`config.mk`:
```
export PLATFORM = sky130hd
export DESIGN_NAME = delta_timer_queue_top_flat
export DESIGN_NICKNAME = d
export VERILOG_FILES = /design/src/sv/dtq_pkg.sv /design/src/sv/dtq_in_if.sv /design/src/sv/dtq_out_if.sv /design/src/sv/dtq_mem.sv /design/src/sv/delta_timer_queue_top.sv /design/src/flat_wrapper.sv
export SDC_FILE = /design/constraint.sdc
export NUM_CORES = 2
export LEC_CHECK = 0
export ABC_AREA = 0
export ABC_CLOCK_PERIOD_IN_PS = 5500
export BUFFER_PORTS_ARGS = -buffer_cell sky130_fd_sc_hd__buf_2
export CAP_MARGIN = 20
export CORE_MARGIN = 2
export CORE_UTILIZATION = 51
export DETAILED_ROUTE_END_ITERATION = 8
export PLACE_DENSITY_LB_ADDON = 0.08
export SLEW_MARGIN = 5
export SYNTH_ARGS = -nofsm -noshare
export SYNTH_HDL_FRONTEND = slang
export SYNTH_SLANG_ARGS = --single-unit
```
`constraint.sdc`:
```
create_clock -name clk -period 5.5 [get_ports clk]
set_clock_uncertainty 0.15 [all_clocks]
set_input_delay 0.55 -clock clk [delete_from_list [all_inputs] [get_ports clk]]
set_output_delay 0.55 -clock clk [all_outputs]
set_load 0.01 [all_outputs]
```
`src/sv/dtq_pkg.sv`:
```
// Shared types and constants for the delta timer queue.
package dtq_pkg;

  localparam int TIMER_SLOTS_DEF = 16;
  localparam int ID_W = 8;
  localparam int DELTA_W = 32;

  localparam logic [1:0] MODE_ADD = 2'd0;
  localparam logic [1:0] MODE_DEL = 2'd1;
  localparam logic [1:0] MODE_TICK = 2'd2;

  localparam logic KIND_STATUS = 1'b0;
  localparam logic KIND_EXPIRED = 1'b1;

  localparam logic STAT_OK = 1'b0;
  localparam logic STAT_REJ = 1'b1;

  typedef struct packed {
    logic [ID_W-1:0]    id;
    logic [DELTA_W-1:0] delta;
  } entry_t;

  typedef enum logic [3:0] {
    S_IDLE,
    S_SCAN,
    S_SHIFT,
    S_PUT,
    S_STAT,
    S_TRD,
    S_TCHK,
    S_TFIN,
    S_MOVE
  } state_t;

endpackage

```
`src/sv/dtq_in_if.sv`:
```
// Request channel: operation word in.
interface dtq_in_if;
  logic        valid;
  logic        ready;
  logic [1:0]  mode;
  logic [7:0]  timer_id;
  logic [31:0] delay_ticks;

  modport source (output valid, mode, timer_id, delay_ticks, input ready);
  modport sink (input valid, mode, timer_id, delay_ticks, output ready);
endinterface

```
`src/sv/dtq_out_if.sv`:
```
// Response channel: status and expiry words out.
interface dtq_out_if;
  logic       valid;
  logic       ready;
  logic       kind;
  logic [7:0] expired_id;
  logic       status;
  logic       last;

  modport source (output valid, kind, expired_id, status, last, input ready);
  modport sink (input valid, kind, expired_id, status, last, output ready);
endinterface

```
`src/sv/dtq_mem.sv`:
```
// Timer entry memory: one write port, one registered read port.
module dtq_mem
  import dtq_pkg::*;
#(
  parameter int SLOTS = TIMER_SLOTS_DEF,
  localparam int IW = (SLOTS > 1) ? $clog2(SLOTS) : 1
) (
  input  logic          clk,
  input  logic          we,
  input  logic [IW-1:0] wa,
  input  entry_t        wd,
  input  logic [IW-1:0] ra,
  output entry_t        rq
);

  entry_t mem [SLOTS];

  always_ff @(posedge clk) begin
    if (we) begin
      mem[wa] <= wd;
    end
  end

  always_ff @(posedge clk) begin
    rq <= mem[ra];
  end

endmodule

```
`src/sv/delta_timer_queue_top.sv`:
```
// Delta-list timer queue: sequencer around a single entry memory.
// Add: full scan for duplicates and the insert position, then a shift pass.
// Delete: scan, then a compaction pass when the id is found.
// Tick: decrements the head delta, emits each expired id in turn, then compacts
// the remaining entries; expiry words wait while the response channel is held.
// One item at a time. Reset clears the count, sequencer, pending flags and output valid only.
module delta_timer_queue_top
  import dtq_pkg::*;
#(
  parameter int TIMER_SLOTS = TIMER_SLOTS_DEF
) (
  input logic      clk,
  input logic      rst,
  dtq_in_if.sink   req,
  dtq_out_if.source rsp
);

  localparam int IW = (TIMER_SLOTS > 1) ? $clog2(TIMER_SLOTS) : 1;
  localparam int CW = $clog2(TIMER_SLOTS + 1);
  localparam logic [CW-1:0] FULL = CW'(TIMER_SLOTS);

  state_t state, state_next;
  logic [CW-1:0] cnt, cnt_next;
  logic [CW-1:0] ra, ra_next;
  logic pv, pv_next;
  logic [IW-1:0] pa, pa_next;
  logic [ID_W-1:0] tid, tid_next;
  logic [DELTA_W-1:0] rem, rem_next;
  logic found, found_next;
  logic dup, dup_next;
  logic del_op, del_op_next;
  logic [CW-1:0] pos, pos_next;
  logic [DELTA_W-1:0] pdelta, pdelta_next;
  logic [CW-1:0] k, k_next;
  logic [CW-1:0] off, off_next;
  logic [CW-1:0] mv_first, mv_first_next;
  logic stat, stat_next;
  logic pend, pend_next;
  logic [ID_W-1:0] pend_id, pend_id_next;
  logic out_v, out_v_next;
  logic out_kind, out_kind_next;
  logic [ID_W-1:0] out_id, out_id_next;
  logic out_stat, out_stat_next;
  logic out_last, out_last_next;

  logic we;
  logic [IW-1:0] wa, rd_addr;
  entry_t wd, q;
  logic ofree;
  logic [DELTA_W-1:0] dec;

  dtq_mem #(.SLOTS(TIMER_SLOTS)) u_mem (
    .clk(clk), .we(we), .wa(wa), .wd(wd), .ra(rd_addr), .rq(q)
  );

  assign ofree = !out_v || rsp.ready;
  assign req.ready = (state == S_IDLE);
  assign rsp.valid = out_v;
  assign rsp.kind = out_kind;
  assign rsp.expired_id = out_id;
  assign rsp.status = out_stat;
  assign rsp.last = out_last;
  assign dec = (k == '0 && q.delta != '0) ? q.delta - 1'b1 : q.delta;

  always_ff @(posedge clk) begin
    if (rst) begin
      state <= S_IDLE;
      cnt <= '0;
      pv <= 1'b0;
      pend <= 1'b0;
      out_v <= 1'b0;
    end else begin
      state <= state_next;
      cnt <= cnt_next;
      pv <= pv_next;
      pend <= pend_next;
      out_v <= out_v_next;
    end
  end

  always_ff @(posedge clk) begin
    ra <= ra_next;
    pa <= pa_next;
    tid <= tid_next;
    rem <= rem_next;
    found <= found_next;
    dup <= dup_next;
    del_op <= del_op_next;
    pos <= pos_next;
    pdelta <= pdelta_next;
    k <= k_next;
    off <= off_next;
    mv_first <= mv_first_next;
    stat <= stat_next;
    pend_id <= pend_id_next;
    out_kind <= out_kind_next;
    out_id <= out_id_next;
    out_stat <= out_stat_next;
    out_last <= out_last_next;
  end

  always_comb begin
    state_next = state;
    cnt_next = cnt;
    ra_next = ra;
    pv_next = pv;
    pa_next = pa;
    tid_next = tid;
    rem_next = rem;
    found_next = found;
    dup_next = dup;
    del_op_next = del_op;
    pos_next = pos;
    pdelta_next = pdelta;
    k_next = k;
    off_next = off;
    mv_first_next = mv_first;
    stat_next = stat;
    pend_next = pend;
    pend_id_next = pend_id;
    out_v_next = out_v && !rsp.ready;
    out_kind_next = out_kind;
    out_id_next = out_id;
    out_stat_next = out_stat;
    out_last_next = out_last;
    we = 1'b0;
    wa = pa;
    wd = q;
    rd_addr = ra[IW-1:0];

    unique case (state)
      S_IDLE: begin
        if (req.valid) begin
          tid_next = req.timer_id;
          ra_next = '0;
          pv_next = 1'b0;
          found_next = 1'b0;
          dup_next = 1'b0;
          pos_next = cnt;
          rem_next = req.delay_ticks;
          k_next = '0;
          pend_next = 1'b0;
          unique case (req.mode)
            MODE_ADD: begin
              del_op_next = 1'b0;
              if (req.delay_ticks == '0 || cnt == FULL) begin
                stat_next = STAT_REJ;
                state_next = S_STAT;
              end else begin
                state_next = S_SCAN;
              end
            end
            MODE_DEL: begin
              del_op_next = 1'b1;
              state_next = S_SCAN;
            end
            MODE_TICK: begin
              if (cnt != '0) begin
                state_next = S_TRD;
              end
            end
            default: begin
            end
          endcase
        end
      end
      S_SCAN: begin
        if (ra < cnt) begin
          pv_next = 1'b1;
          pa_next = ra[IW-1:0];
          ra_next = ra + 1'b1;
        end else begin
          pv_next = 1'b0;
        end
        if (pv) begin
          if (del_op) begin
            if (!found && q.id == tid) begin
              found_next = 1'b1;
              pos_next = CW'(pa);
              pdelta_next = q.delta;
            end
          end else begin
            if (q.id == tid) begin
              dup_next = 1'b1;
            end
            if (!found) begin
              if (rem >= q.delta) begin
                rem_next = rem - q.delta;
              end else begin
                found_next = 1'b1;
                pos_next = CW'(pa);
                pdelta_next = q.delta - rem;
              end
            end
          end
        end else if (ra == cnt) begin
          if (del_op) begin
            if (found) begin
              off_next = CW'(1);
              ra_next = pos + 1'b1;
              mv_first_next = pos + 1'b1;
              state_next = S_MOVE;
            end else begin
              stat_next = STAT_OK;
              state_next = S_STAT;
            end
          end else if (dup) begin
            stat_next = STAT_REJ;
            state_next = S_STAT;
          end else begin
            ra_next = cnt;
            state_next = S_SHIFT;
          end
        end
      end
      S_SHIFT: begin
        rd_addr = IW'(ra - 1'b1);
        if (ra > pos) begin
          pv_next = 1'b1;
          pa_next = IW'(ra - 1'b1);
          ra_next = ra - 1'b1;
        end else begin
          pv_next = 1'b0;
        end
        if (pv) begin
          we = 1'b1;
          wa = IW'(CW'(pa) + 1'b1);
          wd = q;
          if (CW'(pa) == pos) begin
            wd.delta = pdelta;
          end
        end else if (ra <= pos) begin
          state_next = S_PUT;
        end
      end
      S_PUT: begin
        we = 1'b1;
        wa = pos[IW-1:0];
        wd.id = tid;
        wd.delta = rem;
        cnt_next = cnt + 1'b1;
        stat_next = STAT_OK;
        state_next = S_STAT;
      end
      S_STAT: begin
        if (ofree) begin
          out_v_next = 1'b1;
          out_kind_next = KIND_STATUS;
          out_id_next = '0;
          out_stat_next = stat;
          out_last_next = 1'b1;
          state_next = S_IDLE;
        end
      end
      S_TRD: begin
        rd_addr = k[IW-1:0];
        state_next = S_TCHK;
      end
      S_TCHK: begin
        rd_addr = k[IW-1:0];
        if (dec == '0) begin
          if (!pend || ofree) begin
            if (pend) begin
              out_v_next = 1'b1;
              out_kind_next = KIND_EXPIRED;
              out_id_next = pend_id;
              out_stat_next = STAT_OK;
              out_last_next = 1'b0;
            end
            pend_next = 1'b1;
            pend_id_next = q.id;
            k_next = k + 1'b1;
            state_next = ((k + 1'b1) < cnt) ? S_TRD : S_TFIN;
          end
        end else if (k == '0) begin
          we = 1'b1;
          wa = '0;
          wd.id = q.id;
          wd.delta = dec;
          state_next = S_IDLE;
        end else begin
          state_next = S_TFIN;
        end
      end
      S_TFIN: begin
        if (ofree) begin
          out_v_next = 1'b1;
          out_kind_next = KIND_EXPIRED;
          out_id_next = pend_id;
          out_stat_next = STAT_OK;
          out_last_next = 1'b1;
          pend_next = 1'b0;
          if (k < cnt) begin
            off_next = k;
            ra_next = k;
            mv_first_next = k;
            pdelta_next = '0;
            pv_next = 1'b0;
            del_op_next = 1'b0;
            state_next = S_MOVE;
          end else begin
            cnt_next = '0;
            state_next = S_IDLE;
          end
        end
      end
      S_MOVE: begin
        if (ra < cnt) begin
          pv_next = 1'b1;
          pa_next = ra[IW-1:0];
          ra_next = ra + 1'b1;
        end else begin
          pv_next = 1'b0;
        end
        if (pv) begin
          we = 1'b1;
          wa = IW'(CW'(pa) - off);
          wd = q;
          if (CW'(pa) == mv_first) begin
            wd.delta = q.delta + pdelta;
          end
        end else if (ra >= cnt) begin
          cnt_next = cnt - off;
          if (del_op) begin
            stat_next = STAT_OK;
            state_next = S_STAT;
          end else begin
            state_next = S_IDLE;
          end
        end
      end
      default: begin
        state_next = S_IDLE;
      end
    endcase
  end

endmodule
```
`src/flat_wrapper.sv`:
```
// flat-port wrapper written by rule: the top's interface ports become plain ports
module delta_timer_queue_top_flat import dtq_pkg::*;
#(
  parameter int TIMER_SLOTS = TIMER_SLOTS_DEF
)
  (clk, rst, req_valid, req_mode, req_timer_id, req_delay_ticks, req_ready, rsp_valid, rsp_kind, rsp_expired_id, rsp_status, rsp_last, rsp_ready);
  dtq_in_if req_i ();
  dtq_out_if rsp_i ();
  input logic clk;
  input logic rst;
  input wire logic [$bits(req_i.valid)-1:0] req_valid;
  input wire logic [$bits(req_i.mode)-1:0] req_mode;
  input wire logic [$bits(req_i.timer_id)-1:0] req_timer_id;
  input wire logic [$bits(req_i.delay_ticks)-1:0] req_delay_ticks;
  output wire logic [$bits(req_i.ready)-1:0] req_ready;
  output wire logic [$bits(rsp_i.valid)-1:0] rsp_valid;
  output wire logic [$bits(rsp_i.kind)-1:0] rsp_kind;
  output wire logic [$bits(rsp_i.expired_id)-1:0] rsp_expired_id;
  output wire logic [$bits(rsp_i.status)-1:0] rsp_status;
  output wire logic [$bits(rsp_i.last)-1:0] rsp_last;
  input wire logic [$bits(rsp_i.ready)-1:0] rsp_ready;
  assign req_i.valid = req_valid;
  assign req_i.mode = req_mode;
  assign req_i.timer_id = req_timer_id;
  assign req_i.delay_ticks = req_delay_ticks;
  assign req_ready = req_i.ready;
  assign rsp_valid = rsp_i.valid;
  assign rsp_kind = rsp_i.kind;
  assign rsp_expired_id = rsp_i.expired_id;
  assign rsp_status = rsp_i.status;
  assign rsp_last = rsp_i.last;
  assign rsp_i.ready = rsp_ready;
  delta_timer_queue_top #(.TIMER_SLOTS(TIMER_SLOTS)) u_core (.clk(clk), .rst(rst), .req(req_i), .rsp(rsp_i));
endmodule
```
==> results.json <==
{
  "clk_pin_slew_ns": 0.06,
  "h-tree-depth": 3,
  "status": "finished clean",
  "syn_area_mm2": 0.0412,
  "layout-drive-gt1-share": 0.116,
  "worstPathRequired_ns": 5.60,
  "grt_overflow": 0,
  "netlist-cell-type-count": 94,
  "net-switching-power_uw": 13400,
  "synth-adder-area-share": 0.0416,
  "end_kind": "register",
  "critPathTopFamily": "simple AND/OR/NAND/NOR gates",
  "synth_edf_count": 764,
  "row_count": 104,
  "die_x_um": 288,
  "drtIter0Drc": 3169,
  "tritoncts": "done",
  "tightestPinTransition_ns": 1.13,
  "ys_seq_area_frac": 0.582,
  "clock_latency_ns": 0.66,
  "synth_cells": 3670,
  "start_util": 0.513,
  "synth_seq_cells": 816,
  "cts_buffers": 90,
  "place.gp.congestion": 0.948,
  "routedWlPerCell_um": 25.2,
  "cts_setup_buffers": 0,
  "dp_hpwl_um": 84500,
  "synth_area_leader_cell": "edfxtp_1",
  "setup_violations": 0,
  "track_usage": 0.294,
  "maxSlewViolCount": 0,
  "fillerInstances": 6633,
  "p_leak_uw": 0.0166,
  "cap_violations": 0,
  "numPortBuffers": 58,
  "die_y_um": 288,
  "path_buf_inv": 2,
  "maxSlewHeadroom": 0.242,
  "crit_top_cell": "nand4_1",
  "path_max_fanout": 16,
  "clock_power_share": 0.197,
  "final_common_cell": "edfxtp_1",
  "antenna_found_initial": 2,
  "pwr-share-comb": 0.507,
  "p_int_uw": 17300,
  "slowest_stage": "o41ai_1",
  "rsz0062_at_grt": "false",
  "total_power_uw": 30700,
  "power_density_mw_per_mm2": 657,
  "synth_mux_area_frac": 0.00838,
  "cp-start-kind": "register",
  "drc": 0,
  "coreArea_mm2": 0.0803,
  "timing.final.ws_setup_ns": 0.187,
  "io_pins": 59,
  "wirelength_um": 123000,
  "clkSinkCount": 816,
  "ys_top_cells_by_area": "edfxtp_1 56%, nand2_1 4.6%, a211oi_1 4.0%",
  "vias_per_cell": 6.26,
  "dr.pass1.iters": 5,
  "avgSynthCellArea_um2": 11.2,
  "ys.flop_type": "edfxtp_1",
  "post-route-period-util": 0.966,
  "peakVddDrop_v": 0.000451,
  "syn_to_final_growth_pct": 13.6,
  "cts_buffer_depth": 3,
  "hp-class": "input port to register",
  "die_area_mm2": 0.0831,
  "synth_fp_nets": 3850,
  "cpPeakStageDelay_ns": 0.57,
  "max_freq_mhz": 188,
  "worst_hold_slack_ns": 0.0505,
  "synth_top_family_by_area": "compound AO/OA/AOI/OAI gates",
  "crit_chain": "inv_1 > ha_1 > nor3b_1 > nand4_1 > or2_0 > o41ai_1 > nand4_1 > nor4_4 > a21oi_1 > buf_4 > a221o_1 > o21ai_0 > nand2_1",
  "cp.arrival_ns": 5.42,
  "sw_frac_of_total": 0.436,
  "grt_pass1_vias": 29600,
  "grt_pass1_wl_um": 185000,
  "cts_root_buf": "clkbuf_16",
  "finalNetCount": 3928,
  "synthArstFlopShare": 0,
  "n_antenna_cell": 0,
  "synth_simple_gate_area_share": 0.132,
  "synth_xor_area_frac": 0.0227,
  "via_count": 30600,
  "yosys_warnings": 0,
  "period_needed_ns": 5.31,
  "hold_viol_final": 0,
  "power_frac_seq": 0.297,
  "criticalPathCategory": "register to register",
  "postRouteAntennaNets": 0,
  "grt_max_degree": 99,
  "yosysTopAreaCellShare": 0.557,
  "most-common-layout-cells": "764 x edfxtp_1, 500 x nand2_1, 250 x a21oi_1",
  "place_ws_ns": 0.238,
  "synth_compound_area_frac": 0.178
}
-- worst register-to-register path, stage by stage, from the launching register on --
cell and delay [ns]:
dfxtp_1 0.31, inv_1 0.14, ha_1 0.49, nor3b_1 0.41
nand4_1 0.23, or2_0 0.39, o41ai_1 0.57, nand4_1 0.34
nor4_4 0.37, a21oi_1 0.32, buf_4 0.26, a221o_1 0.37
o21ai_0 0.21, nand2_1 0.35
-- kinds of logic after synthesis --
family,after synthesis
xor+xnor,107
compound gates,1082
mux,33
simple gates,1120
buf+inv,378
flops,816
fa+ha+maj,134
-- through the flow --
stage               cell area (um2)  TNS, ns   util  instances
floorplan                     41200   -34.17      -       3670
global placement              43700        0  0.544       4703
detailed placement            43700        0  0.545       4705
CTS                           46800        0  0.583       4879
global route                  46800        0  0.583       4882
finish                        46800        0  0.583       4882
-- final cells by class --
type                    instances  area, um2  area share
clock buffers                 115       2450      0.0523
repair buffers                244       2080      0.0444
flip-flops and latches        816      24000       0.512
clock inverters                51        533      0.0114
multi-input cells            2476      16000       0.342
well taps                    1060       1330      0.0283
inverters                     120        450     0.00962
-- routing by layer --
metal | track usage | up-vias | routed length [um]
met5 | 0 | - | 0
met2 | 0.454 | 1156 | 54900
met4 | 0.100 | 0 | 4210
li1 | - | 14000 | -
met1 | 0.429 | 15100 | 56000
met3 | 0.0400 | 226 | 8040
-- timing repair --
action | in CTS | in global routing
hold endpoints to repair | 8 | 0
hold buffers | 8 | 0
endpoints found under the setup margin | 0 | 67
resized for setup | 0 | 1
-- power by group through the flow --
stage	clock network (uW)	logic (uW)	registers [uW]
6_report	6040	15600	9130
4_1_cts	6140	15300	9110
3_3_place_gp	0	15000	9210
3_5_place_dp	0	15300	9220
2_1_floorplan	0	9950	9010
5_1_grt	6360	17000	9170
-- synthesized netlist by cell type (44+ instances only) --
library cell	instances
edfxtp_1	764
ha_1	129
o21ai_0	143
inv_1	118
a211oi_1	218
nand2_1	500
nand3_1	56
and2_1	181
xnor2_1	56
a31oi_1	104
nor2_1	157
dfxtp_1	52
xor2_1	51
nor3_1	44
clkbuf_1	217
a21oi_1	252
a311oi_1	83
-- path summary, 6_finish.rpt --
path / depth (start not counted) / from / slack, ns / endpoint
worst max-delay path: 13 / u_core.u_mem.rq[1] / 0.19 / u_core.u_mem.mem[14][16]
worst min-delay path: 3 / req_delay_ticks[3] / 0.05 / u_core.rem[3]
worst max register to register: 13 / u_core.u_mem.rq[1] / 0.19 / u_core.u_mem.mem[14][16]
worst min register to register: 0 / u_core.u_mem.rq[32] / 0.34 / u_core.pend_id[0]
-- flip-flops by register name, indices dropped and copies added, names as in the netlist, 8 cells and up --
name and cells:
u_core.rem 32, u_core.pend_id 8, u_core.tid 8, u_core.u_mem.mem 640
u_core.u_mem.rq 40, u_core.pdelta 32, u_core.rsp.expired_id 8
(Power assumes the default switching activity.)
